## src/ptc_pkg.sv

```systemverilog
// ptc_pkg: shared widths, payload structs and sign helpers for the
// point-in-triangle classifier. No dependencies.
`default_nettype none

package ptc_pkg;

    localparam int COORD_BITS  = 16;
    localparam int DIFF_W      = COORD_BITS + 1;
    localparam int PROD_W      = 2 * DIFF_W;
    localparam int CROSS_W     = PROD_W + 1;
    localparam int AREA_TOL_W  = 34;
    localparam int COORD_TOL_W = 16;
    localparam int AREA_CMP_W  = (CROSS_W > AREA_TOL_W) ? CROSS_W : AREA_TOL_W;
    localparam int COORD_CMP_W = (DIFF_W > COORD_TOL_W) ? DIFF_W : COORD_TOL_W;
    localparam int APB_ADDR_W  = 4;
    localparam int APB_DATA_W  = 64;

    // register index, taken from the 8-byte slot of the address
    localparam logic REG_AREA_TOL  = 1'b0;
    localparam logic REG_COORD_TOL = 1'b1;

    typedef logic signed [COORD_BITS-1:0] coord_t;
    typedef logic signed [DIFF_W-1:0]     diff_t;
    typedef logic signed [PROD_W-1:0]     prod_t;
    typedef logic signed [CROSS_W-1:0]    cross_t;
    typedef logic [AREA_TOL_W-1:0]        area_tol_t;
    typedef logic [COORD_TOL_W-1:0]       coord_tol_t;

    typedef enum logic [1:0] {
        LOC_OUTSIDE = 2'd0,
        LOC_EDGE    = 2'd1,
        LOC_INSIDE  = 2'd2
    } loc_t;

    typedef struct packed {
        diff_t x;
        diff_t y;
    } vec_t;

    // edge vectors and query offsets to each vertex
    typedef struct packed {
        vec_t bc;
        vec_t ca;
        vec_t ab;
        vec_t qa;
        vec_t qb;
        vec_t qc;
    } diff_set_t;

    typedef struct packed {
        prod_t l;
        prod_t r;
    } prod_pair_t;

    typedef struct packed {
        prod_pair_t bc_o;
        prod_pair_t bc_q;
        prod_pair_t ca_o;
        prod_pair_t ca_q;
        prod_pair_t ab_o;
        prod_pair_t ab_q;
        vec_t       qa;
        vec_t       qb;
        vec_t       qc;
    } prod_set_t;

    typedef struct packed {
        cross_t bc_o;
        cross_t bc_q;
        cross_t ca_o;
        cross_t ca_q;
        cross_t ab_o;
        cross_t ab_q;
        vec_t   qa;
        vec_t   qb;
        vec_t   qc;
    } cross_set_t;

    typedef struct packed {
        logic nz;
        logic neg;
    } sgn_t;

    typedef struct packed {
        logic zero;
        logic opp;
        logic seg;
    } edge_cls_t;

    function automatic sgn_t cross_sign(cross_t w, area_tol_t tol);
        logic [CROSS_W-1:0] mag;
        sgn_t               s;
        mag   = w[CROSS_W-1] ? $unsigned(-w) : $unsigned(w);
        s.neg = w[CROSS_W-1];
        s.nz  = AREA_CMP_W'(mag) > AREA_CMP_W'(tol);
        return s;
    endfunction

    function automatic sgn_t diff_sign(diff_t d, coord_tol_t tol);
        logic [DIFF_W-1:0] mag;
        sgn_t              s;
        mag   = d[DIFF_W-1] ? $unsigned(-d) : $unsigned(d);
        s.neg = d[DIFF_W-1];
        s.nz  = COORD_CMP_W'(mag) > COORD_CMP_W'(tol);
        return s;
    endfunction

    // side test of one edge plus segment membership of the query point
    function automatic edge_cls_t edge_class(cross_t c_opp, cross_t c_q, vec_t d1, vec_t d2,
                                             area_tol_t atol, coord_tol_t ctol);
        sgn_t      so;
        sgn_t      st;
        sgn_t      sx1;
        sgn_t      sx2;
        sgn_t      sy1;
        sgn_t      sy2;
        edge_cls_t r;
        so  = cross_sign(c_opp, atol);
        st  = cross_sign(c_q, atol);
        sx1 = diff_sign(d1.x, ctol);
        sx2 = diff_sign(d2.x, ctol);
        sy1 = diff_sign(d1.y, ctol);
        sy2 = diff_sign(d2.y, ctol);
        r.zero = !so.nz || !st.nz;
        r.opp  = so.neg != st.neg;
        if (st.nz)
            r.seg = 1'b0;
        else if (sx1.nz && sx2.nz)
            r.seg = sx1.neg != sx2.neg;
        else if (sy1.nz && sy2.nz)
            r.seg = sy1.neg != sy2.neg;
        else
            r.seg = 1'b0;
        return r;
    endfunction

endpackage

`default_nettype wire

```

## src/ptc_diff.sv

```systemverilog
// ptc_diff: first pipeline stage, edge vectors and query offsets.
// Depends on ptc_pkg.
`default_nettype none

module ptc_diff (
    input  wire logic              clk,
    input  wire logic              rst_n,
    input  wire logic              in_valid,
    output logic                   up_hold,
    input  wire ptc_pkg::coord_t   qx,
    input  wire ptc_pkg::coord_t   qy,
    input  wire ptc_pkg::coord_t   ax,
    input  wire ptc_pkg::coord_t   ay,
    input  wire ptc_pkg::coord_t   bx,
    input  wire ptc_pkg::coord_t   by,
    input  wire ptc_pkg::coord_t   cx,
    input  wire ptc_pkg::coord_t   cy,
    output logic                   out_valid,
    input  wire logic              down_hold,
    output ptc_pkg::diff_set_t     out_data
);

    logic               valid_reg;
    logic               valid_next;
    ptc_pkg::diff_set_t data_reg;
    ptc_pkg::diff_set_t data_next;
    ptc_pkg::diff_set_t calc;
    logic               load;

    assign load    = !(valid_reg && down_hold);
    assign up_hold = !load;

    always_comb
    begin
        calc.bc.x = ptc_pkg::diff_t'(bx) - ptc_pkg::diff_t'(cx);
        calc.bc.y = ptc_pkg::diff_t'(by) - ptc_pkg::diff_t'(cy);
        calc.ca.x = ptc_pkg::diff_t'(cx) - ptc_pkg::diff_t'(ax);
        calc.ca.y = ptc_pkg::diff_t'(cy) - ptc_pkg::diff_t'(ay);
        calc.ab.x = ptc_pkg::diff_t'(ax) - ptc_pkg::diff_t'(bx);
        calc.ab.y = ptc_pkg::diff_t'(ay) - ptc_pkg::diff_t'(by);
        calc.qa.x = ptc_pkg::diff_t'(qx) - ptc_pkg::diff_t'(ax);
        calc.qa.y = ptc_pkg::diff_t'(qy) - ptc_pkg::diff_t'(ay);
        calc.qb.x = ptc_pkg::diff_t'(qx) - ptc_pkg::diff_t'(bx);
        calc.qb.y = ptc_pkg::diff_t'(qy) - ptc_pkg::diff_t'(by);
        calc.qc.x = ptc_pkg::diff_t'(qx) - ptc_pkg::diff_t'(cx);
        calc.qc.y = ptc_pkg::diff_t'(qy) - ptc_pkg::diff_t'(cy);
    end

    assign valid_next = load ? in_valid : valid_reg;
    assign data_next  = load ? calc : data_reg;

    always_ff @(posedge clk or negedge rst_n)
    begin
        if (!rst_n)
            valid_reg <= 1'b0;
        else
            valid_reg <= valid_next;
    end

    always_ff @(posedge clk)
    begin
        data_reg <= data_next;
    end

    assign out_valid = valid_reg;
    assign out_data  = data_reg;

endmodule

`default_nettype wire

```

## config.mk

```make
export PLATFORM = sky130hd
export DESIGN_NAME = ptc_diff
export DESIGN_NICKNAME = d
export VERILOG_FILES = /design/src/ptc_pkg.sv /design/src/ptc_diff.sv
export SDC_FILE = /design/constraint.sdc
export NUM_CORES = 1
export LEC_CHECK = 0
export CAP_MARGIN = 10
export CORE_ASPECT_RATIO = 0.75
export CORE_MARGIN = 10
export CORE_UTILIZATION = 55
export CTS_CLUSTER_DIAMETER = 150
export CTS_CLUSTER_SIZE = 28
export DETAILED_ROUTE_END_ITERATION = 10
export DONT_BUFFER_PORTS = 1
export GPL_TIMING_DRIVEN = 0
export HOLD_SLACK_MARGIN = 0.02
export PLACE_DENSITY = 0.73
export SETUP_SLACK_MARGIN = 0.02
export SYNTH_ARGS = -nofsm -noshare
export SYNTH_HDL_FRONTEND = slang
export SYNTH_SLANG_ARGS = --single-unit
export TNS_END_PERCENT = 50
```

## constraint.sdc

```tcl
create_clock -name clk -period 4.93 [get_ports clk]
set_input_delay 0.2465 -clock clk [delete_from_list [all_inputs] [get_ports clk]]
set_output_delay 0.2465 -clock clk [all_outputs]
set_load 0.02 [all_outputs]
```

After elaboration in Yosys (flattened, before gate mapping)
Index checks and enable logic that the tools add are counted.
Widths: inputs -> output; s select.
{"block": "op_classes", "addsub": 12, "n_reduce_logical": 1}
{"cell": "$sub 16x16->17", "n": 12}
{"cell": "$logic_and 1x1->1", "n": 1}
{"block": "word_totals", "regBits": 205, "inputBits": 132, "elab_cells": 26}

Longest topological paths before layout
Gate-level depths: netlist of the first run.
{"block": "depth", "ltp_word": 1, "mapped_depth": 9, "depth_no_buf": 9}

Least setup slack after synthesis of the first run
Ideal clock, no wire load.
{"block": "synth_timing", "kind": "flip-flop to output port", "start": "register valid_reg, in the netlist out_valid", "end": "output port up_hold", "arrival_ns": 5.646, "t_required_ns": 4.683, "slack_ns": -0.962, "path_stages_with_launch": 3, "path_buffers": 0, "path_cell_list": "dfrtp_1 -> nand2_1 -> inv_1"}
{"block": "synth_between", "elab_chain_cells": 1}
{"item": "start: declaration", "line": "ptc_diff.sv:23", "source": "logic valid_reg;"}
{"item": "start signal: assignment", "line": "ptc_diff.sv:57", "source": "valid_reg <= valid_next;"}
{"item": "$logic_and 1x1->1", "line": "ptc_diff.sv:30", "source": "assign load = !(valid_reg && down_hold);"}
{"item": "end: declaration", "line": "ptc_diff.sv:9", "source": "output logic up_hold,"}
No other way between the ends.

==> flow_summary_export.csv, run 1 <==
group,metric,value,unit
synthesis,synthAdderAreaFrac,16.7,%
pwr,p_switching,0.00201,W
global_routing,grt_pass1_vias,11600,
synthesis,synthTopCellsByCount,"edfxtp_1 (204), ha_1 (192), inv_1 (160), a21oi_1 (131), nor2_1 (110)",
finish,diodes,0,
place,gp_congestion,0.962,
clock_tree,clkLatencyLatePin,0.48,ns
timing,fin_crit,2.32,ns
critical_path,arrival,2.50,ns
synthesis,synth-async-reset-ratio,0.488,%
critical_path,cp-start-kind,"primary input",
clock_tree,cts_inserted_buffers,11,
pwr,pwr-share-seq,54.1,%
run,drv_cap,0,
clock_tree,cts_tree,"built",
timing,setup_viol,0,
timing,fin_worst_hold_slack,0.0569,ns
clock_tree,path_clk_slew,0.11,ns
run_status,status,"finished, final reports clean",
synthesis,synth_top_family_by_area,"compound AO/OA/AOI/OAI gates",
synthesis,synth.most_common_cell,"edfxtp_1",
pwr,power_frac_clock,18.7,%
finish,multi_input_area,9040,sq um
timing,skew,0.0232,ns
detailed_routing,routed_via_density,6.33,
place,place_inst,1986,
pwr,total_power,0.00536,W
synthesis,synthXorXnorAreaFrac,7.18,%
place,port_buffers,0,
floorplan,std_cell_rows,53,
detailed_routing,drtAntennaViolNets,0,
clock_tree,cts.sinks,205,
pwr,switching_share,37.4,%
synthesis,yosys_warnings,0,
clock_tree,clockRootBuffer,"clkbuf_16",
global_routing,grt_max_degree,108,
synthesis,ys_ff_latch,205,
critical_path,cp_data_required_time,5.12,ns
floorplan,core,28200,sq um
synthesis,synthSimpleGateAreaFrac,12.1,%
pwr,leakagePower,7.13,nW
global_routing,overflow,0,
detailed_routing,first_pass_iters,7,
synthesis,syn_nets,1936,
finish,drive_gt1_share,2.16,%
clock_tree,post-cts-setup-buffer-count,0,
pwr,peakVddDrop,0.206,mV
timing,max_freq,432,MHz
synthesis,synth_edf_count,204,
floorplan,start_util,56.1,%
finish,fill_cells,2507,
detailed_routing,wirelength,50.2,mm
timing,worst_slew_pin_slew,0.799,ns
detailed_routing,vias,12700,
synthesis,yosys_most_used_dff,"edfxtp_1",
timing,hold_violations,0,
synthesis,synth_top_cell_by_area,"edfxtp_1",
pwr,power_frac_comb,27.2,%
synthesis,ys_types,82,
synthesis,ys_top_cells_by_area,"edfxtp_1 (39%), ha_1 (15%), xnor2_1 (5.1%), a21oi_1 (4.1%), inv_1 (3.8%)",
synthesis,synth-compound-area-share,20.4,%
finish,num-nets-final,1953,
pwr,internal-power,0.00335,W
critical_path,worstSetupEndpointType,"register",
worst_hold_path,hold_class,"in2reg",
place,post-dp-hpwl,41.6,mm
synthesis,avgSynthCellArea,9.91,sq um
finish,areaGrowthSynthToFinish,5.43,%
timing,rsz0062_at_grt,"false",
clock_tree,cts_max_path_buffers,3,
floorplan,die_h,167,microns
global_routing,grt_usage,26.6,%
finish,seqCellArea,6150,sq um
critical_path,cp_max_fo,4,
synthesis,synth_top_area_share,38.6,%
detailed_routing,drt_iter0_drc,1478,
floorplan,fp.dieW,216,microns
synthesis,ys_seq_area_share,38.8,%
floorplan,ios,338,
floorplan,dieArea,36100,sq um
timing,tns,0,ns
synthesis,syn-cell-area,15900,sq um
timing,fin_crit_sh,47.0,%
timing,slew_viol_final,0,
synthesis,syn_inst,1600,
detailed_routing,remaining_drc_errors,0,
detailed_routing,routedWlPerCell,25.0,microns
timing,maxSlewHeadroom,46.8,%
pwr,p_per_area,320,nW/um^2
critical_path,critPathKind,"in2reg",
global_routing,grt_antenna_before_repair,0,
finish,fin_util,59.2,%
synthesis,synth_mux_area_share,0.576,%
global_routing,grt_pass1_wl,74.5,mm
finish,stdcell_count,2004,
clock_tree,cts_max_level,1,
[timing repair]
action	4_1_cts	5_1_grt
hold buffers	3	0
resized for setup	0	0
hold endpoints to repair	2	0
setup endpoints to repair	0	0
[per-stage QoR]
stage | instance area (sq um) | setup slack [ns]
floorplan | 15900 | 1.21
global placement | 16300 | 0.123
detailed placement | 16400 | 2.20
CTS | 16700 | 2.69
global route | 16700 | 2.55
finish | 16700 | 2.61
[registers in the layout, indices dropped and copies added, names as in the netlist]
| signal | count |
|---|---|
| out_valid | 1 |
| out_data | 204 |
[final cells by class]
cell class              instances  share of cell area, %
flip-flops and latches        205                   36.8
well taps                     385                   2.88
clock inverters                 1                  0.120
repair buffers                  4                  0.344
multi-input cells            1214                   54.1
clock buffers                  14                   1.71
inverters                     160                   3.59
plain buffers                  21                  0.486
[per-layer routing]
layer,GRT usage [%],vias to the layer above,part of all wire (%)
li1,-,5956,-
met1,39.1,6071,46
met3,8.54,53,12
met5,0,-,0
met2,37.1,597,41
met4,5.46,0,2.2
[kinds of logic after synthesis]
kind of cell	Yosys count
AOI/OAI and AO/OA	485
xor gates and xnor gates	130
adders and majority gates	204
buffers and inverters	181
DFF	205
muxes	9
and+or+nand+nor	386
[path summary, 6_finish.rpt]
path | startpoint | slack (ns) | end | cells after the start
worst max-delay path | qx[0] | 2.61 | out_data[99] | 9
worst min-delay path | ay[0] | 0.06 | out_data[68] | 2
max in group asynchronous | rst_n | 4.30 | out_valid | 2
worst max register to register | out_valid | 2.88 | out_data[81] | 2
worst min register to register | out_valid | 1.32 | out_valid | 2
min in group asynchronous | rst_n | 0.52 | out_valid | 2
[power by group through the flow]
| stage | Clock, W | Sequential [W] | Combinational [W] |
|---|---|---|---|
| floorplan | 0 | 0.00283 | 0.00109 |
| global placement | 0 | 0.00297 | 0.00138 |
| detailed placement | 0 | 0.00294 | 0.00142 |
| CTS | 0.00103 | 0.00291 | 0.00143 |
| global route | 0.00109 | 0.00293 | 0.00162 |
| finish | 0.000999 | 0.00290 | 0.00146 |
[critical path, stage by stage]
cell,delay [ns]
inv_1,0.06
ha_1,0.24
fa_1,0.40
nand2b_1,0.19
a21oi_1,0.28
o31ai_1,0.23
o31ai_1,0.44
mux2i_1,0.22
o311ai_0,0.19
[cell usage in the layout (no fill, tap or decap), types with 11 or more instances in the layout]
| cell type | count |
|---|---|
| clkbuf_16 | 11 |
| clkbuf_1 | 21 |
| a21o_1 | 53 |
| inv_1 | 160 |
| o31a_1 | 16 |
| o21ai_0 | 84 |
| xnor2_1 | 92 |
| o31ai_1 | 15 |
| nand2_1 | 90 |
| fa_1 | 12 |
| edfxtp_1 | 204 |
| o21a_1 | 42 |
| nor2_1 | 110 |
| o211ai_1 | 15 |
| ha_1 | 192 |
| a21oi_1 | 131 |
| a211oi_1 | 13 |
| nand2b_1 | 31 |
| nand4_1 | 14 |
| xor2_1 | 38 |
| and3_1 | 11 |
| nor3_1 | 24 |
| nand3_1 | 27 |
| a31oi_1 | 22 |
| nor2b_1 | 38 |
(Power assumes the default switching activity.)
==> run 2: changes to the inputs <==
--- a/config.mk
+++ b/config.mk
@@ -15,7 +15,7 @@
 export DONT_BUFFER_PORTS = 1
 export GPL_TIMING_DRIVEN = 0
 export HOLD_SLACK_MARGIN = 0.02
-export PLACE_DENSITY = 0.73
+export PLACE_DENSITY = 0.7
 export SETUP_SLACK_MARGIN = 0.02
 export SYNTH_ARGS = -nofsm -noshare
 export SYNTH_HDL_FRONTEND = slang
==> constraint.sdc (replaced) <==
create_clock -name clk -period 2.4 [get_ports clk]
set_input_delay 0.12 -clock clk [delete_from_list [all_inputs] [get_ports clk]]
set_output_delay 0.12 -clock clk [all_outputs]
set_load 0.02 [all_outputs]
==> flow_summary_export.csv, run 2 (synthesis gave the netlist of run 1 again) <==
group,metric,value,unit
floorplan,core,28200,sq um
critical_path,critPathKind,"in2reg",
clock_tree,cts_inserted_buffers,11,
timing,setup_viol,0,
critical_path,arrival,2.50,ns
clock_tree,cts_tree,"built",
place,gp_congestion,1.01,
detailed_routing,first_pass_iters,6,
clock_tree,path_clk_slew,0.12,ns
timing,hold_violations,0,
place,post-dp-hpwl,40.2,mm
pwr,peakVddDrop,0.417,mV
floorplan,fp.dieW,216,microns
detailed_routing,routedWlPerCell,24.7,microns
finish,largest_reg_flops,204,
detailed_routing,vias,12700,
critical_path,worstSetupEndpointType,"register",
critical_path,crit_end,"out_data[99]",
global_routing,grt_pass1_wl,75.2,mm
finish,fin_util,60.9,%
floorplan,die_h,167,microns
pwr,leakagePower,7.32,nW
detailed_routing,remaining_drc_errors,0,
global_routing,grt_pass1_vias,11900,
clock_tree,cts.sinks,205,
pwr,total_power,0.0111,W
finish,layout_common_cells,"edfxtp_1 (204), ha_1 (192), inv_1 (160), a21oi_1 (128), nor2_1 (110)",
detailed_routing,drtAntennaViolNets,0,
timing,skew,0.0170,ns
floorplan,dieArea,36100,sq um
clock_tree,cts_max_level,1,
floorplan,start_util,56.1,%
critical_path,cp_max_fo,4,
timing,maxSlewHeadroom,49.5,%
floorplan,std_cell_rows,53,
critical_path,reg2reg_depth,2,
timing,max_freq,428,MHz
run,drv_cap,0,
timing,worst_slew_pin_slew,0.751,ns
clock_tree,post-cts-setup-buffer-count,0,
global_routing,grt_usage,26.8,%
clock_tree,cts_max_path_buffers,3,
global_routing,grt_antenna_before_repair,0,
detailed_routing,drt_iter0_drc,1574,
global_routing,overflow,0,
clock_tree,clockRootBuffer,"clkbuf_16",
finish,mostFrequentLayoutCell,"edfxtp_1",
global_routing,grt_max_degree,64,
run_status,status,"finished, final reports clean",
finish,drive_gt1_share,2.77,%
timing,fin_crit_sh,97.4,%
detailed_routing,routed_via_density,6.19,
floorplan,ios,338,
clock_tree,clkLatencyLatePin,0.48,ns
timing,rsz0062_at_grt,"false",
finish,diodes,0,
critical_path,crit_start,"qx[0]",
place,placed_cell_area,16400,sq um
finish,final_area,17200,sq um
timing,fin_crit,2.34,ns
finish,areaGrowthSynthToFinish,8.45,%
critical_path,cp_data_required_time,2.56,ns
timing,slew_viol_final,0,
timing,tns,0,ns
critical_path,cp-start-kind,"primary input",
worst_hold_path,hold_class,"in2reg",
critical_path,timing.rr.start,"out_valid",
place,port_buffers,0,
finish,num-nets-final,1993,
detailed_routing,wirelength,50.4,mm
pwr,p_per_area,647,nW/um^2
critical_path,r2r_end,"out_data[59]",
critical_path,reg2reg_slack,0.61,ns
==> run 2: layout make-up <==
type                            count  area, sq um
Buffer                             21         81.3
Clock buffer                       14          287
Clock inverter                      1         20.0
Fill cell                        2423        11000
Inverter                          160          601
Multi-Input combinational cell   1215         9110
Sequential cell                   205         6150
Tap cell                          385          482
Timing Repair Buffer               43          470
==> run 2: through the flow <==
stage               hold WS (ns)  worst slack [ns]  instances
finish                    0.0326            0.0621       2044
global route              0.0407            0.0283       2044
CTS                       0.0212            0.0612       2044
detailed placement        -0.176            -0.312       1986
global placement          -0.176            -0.254       1985
floorplan                 -0.176             0.268       1600
==> run 2: power breakdown <==
| part | switching (W) | internal [W] |
|---|---|---|
| Sequential | 0.00114 | 0.00481 |
| Combinational | 0.00185 | 0.00128 |
| Clock | 0.00118 | 0.000875 |
==> run 2: routing by layer <==
metal  share of wire (%)  global-route usage [%]  wire (microns)
met1                  45                    38.2           22500
met2                  42                    39.1           21300
met3                  11                    8.91            5720
met4                 1.8                    4.79             884
met5                   0                       0               0
==> run 2: worst min path at each step <==
stage / to / cells after the start / startpoint
2_1_floorplan: out_valid / 0 / rst_n
3_3_place_gp: out_valid / 0 / rst_n
3_5_place_dp: out_valid / 0 / rst_n
4_1_cts: out_data[7] / 2 / qy[7]
5_1_grt: out_data[70] / 2 / ay[1]
6_report: out_data[32] / 2 / qx[15]
==> run 2: what timing repair did <==
action	4_1_cts	5_1_grt
endpoints found under the setup margin	1	13
hold buffers	41	0
pin swaps	1	0
resized for setup	0	14
gates cloned	2	0
hold endpoints to repair	41	0
==> run 2: critical path, cell delays in order <==
cell and delay, ns:
inv_1 0.07, ha_1 0.26, fa_1 0.42, nand2b_1 0.19, a21oi_1 0.27, o31ai_1 0.24, o31ai_1 0.48, mux2i_1 0.23
o311ai_0 0.21
==> run 3: changes to the inputs <==
--- a/config.mk
+++ b/config.mk
@@ -9,13 +9,12 @@
 export CORE_ASPECT_RATIO = 0.75
 export CORE_MARGIN = 10
 export CORE_UTILIZATION = 55
-export CTS_CLUSTER_DIAMETER = 150
 export CTS_CLUSTER_SIZE = 28
 export DETAILED_ROUTE_END_ITERATION = 10
 export DONT_BUFFER_PORTS = 1
 export GPL_TIMING_DRIVEN = 0
-export HOLD_SLACK_MARGIN = 0.02
-export PLACE_DENSITY = 0.7
+export HOLD_SLACK_MARGIN = 0.06
+export PLACE_DENSITY = 0.72
 export SETUP_SLACK_MARGIN = 0.02
 export SYNTH_ARGS = -nofsm -noshare
 export SYNTH_HDL_FRONTEND = slang
==> flow_summary_export.csv, run 3 (synthesis gave the netlist of run 1 again) <==
group,metric,value,unit
finish,areaGrowthSynthToFinish,15.9,%
critical_path,cp_data_required_time,2.65,ns
pwr,peakVddDrop,0.495,mV
floorplan,core,28200,sq um
timing,fin_crit,2.39,ns
floorplan,std_cell_rows,53,
timing,slew_viol_final,0,
finish,diodes,0,
detailed_routing,routed_via_density,6.25,
detailed_routing,vias,13400,
critical_path,cp_max_fo,4,
clock_tree,cts.sinks,205,
global_routing,grt_usage,27.5,%
finish,drive_gt1_share,4.21,%
global_routing,grt_pass1_wl,77.1,mm
floorplan,ios,338,
finish,seqCellArea,6150,sq um
floorplan,fp.dieW,216,microns
clock_tree,cts_inserted_buffers,22,
detailed_routing,remaining_drc_errors,0,
finish,multi_input_area,9160,sq um
global_routing,grt_pass1_vias,12400,
critical_path,critPathKind,"in2reg",
finish,mostFrequentLayoutCell,"edfxtp_1",
detailed_routing,routedWlPerCell,24.4,microns
floorplan,start_util,56.1,%
run,drv_cap,0,
clock_tree,cts_tree,"built",
place,gp_congestion,0.951,
global_routing,grt_max_degree,63,
clock_tree,clkLatencyLatePin,0.53,ns
timing,setup_viol,0,
critical_path,worstSetupEndpointType,"register",
finish,fill_cells,2304,
finish,largest_reg_flops,204,
detailed_routing,drt_iter0_drc,1358,
timing,hold_violations,0,
run_status,status,"finished, final reports clean",
detailed_routing,wirelength,52.3,mm
clock_tree,cts_max_level,1,
timing,skew,0.00584,ns
timing,max_freq,419,MHz
worst_hold_path,hold_class,"in2reg",
place,post-dp-hpwl,40.3,mm
clock_tree,cts_max_path_buffers,3,
timing,fin_crit_sh,99.4,%
global_routing,overflow,0,
detailed_routing,first_pass_iters,7,
clock_tree,path_clk_slew,0.06,ns
timing,rsz0062_at_grt,"true",
finish,layout_common_cells,"edfxtp_1 (204), ha_1 (192), inv_1 (160), a21oi_1 (125), dlygate4sd3_1 (114)",
timing,worst_slew_pin_slew,0.807,ns
critical_path,arrival,2.63,ns
timing,fin_worst_hold_slack,0.0757,ns
detailed_routing,drtAntennaViolNets,0,
clock_tree,clockRootBuffer,"clkbuf_16",
global_routing,grt_antenna_before_repair,0,
pwr,total_power,0.0127,W
pwr,leakagePower,7.82,nW
place,port_buffers,0,
floorplan,die_h,167,microns
finish,num-nets-final,2080,
pwr,p_per_area,689,nW/um^2
floorplan,dieArea,36100,sq um
timing,maxSlewHeadroom,45.7,%
critical_path,cp-start-kind,"primary input",
## run 3: cell count changes in the layout (fill, tap and decap cells not counted), sizes merged
cell / delta
dlygate4sd3: +73
clkbuf: +16
clkinv: +6
buf: +3
bufinv: +2
clkinvlp: +1
inv: -1
## run 3: worst max-delay path: stages
cell           delay (ns)
dlygate4sd3_1        0.58
fa_1                 0.45
nand2b_1             0.22
a21oi_1              0.28
o31ai_1              0.25
o31ai_2              0.38
mux2i_1              0.21
o311ai_0             0.15
## run 3: what timing repair did
item | in CTS | in global routing
hold endpoints to repair | 127 | 0
buffers inserted | 0 | 3
pin swaps | 1 | 6
cloned | 2 | 0
hold buffers | 114 | 0
resized for setup | 0 | 23
setup endpoints to repair | 1 | 25
## run 3: path summary, 6_finish.rpt
check | start | endpoint | slack (ns) | cells past startpoint
max reg2reg | out_valid | out_data[30] | 0.57 | 2
max in group asynchronous | rst_n | out_valid | 1.94 | 2
min | down_hold | out_data[8] | 0.08 | 1
min reg2reg | out_valid | out_data[8] | 1.18 | 1
max | ax[1] | out_data[99] | 0.01 | 8
min in group asynchronous | rst_n | out_valid | 0.36 | 2
## run 3: through the flow
step / setup WS, ns / std cells / cell area, sq um / TNS [ns] / util, %
final: 0.0140 / 2144 / 18400 / 0 / 65.1
after global routing: -0.0130 / 2144 / 18400 / -0.0130 / 65.1
after CTS: 0.0242 / 2141 / 18300 / 0 / 64.7
after detailed placement: -0.197 / 1986 / 16400 / -1.59 / 58.0
after global placement: -0.207 / 1985 / 16400 / -1.35 / 57.9
after floorplan: 0.268 / 1600 / 15900 / 0 / -
## run 3: report_power, final
| group | switching [W] | internal, W | leakage, nW |
|---|---|---|---|
| registers | 0.00113 | 0.00482 | 2.06 |
| clock network | 0.00143 | 0.00196 | 0.332 |
| logic | 0.00192 | 0.00141 | 5.43 |
## run 3: routing by layer
metal	global-route usage, %	share of wire, %	wire length [microns]
met5	0	0	0
met4	6.34	2.4	1260
met3	11.1	13	6630
met2	39.4	41	21600
met1	38.0	44	22800
## run 3: layout make-up
class / instances / share of cell area, %
multi-input combinational: 1215 / 49.8
sequential: 205 / 33.4
timing repair buffer: 119 / 6.65
clock buffer: 30 / 3.27
inverter: 160 / 3.27
tap: 385 / 2.62
clock inverter: 9 / 0.497
buffer: 21 / 0.442
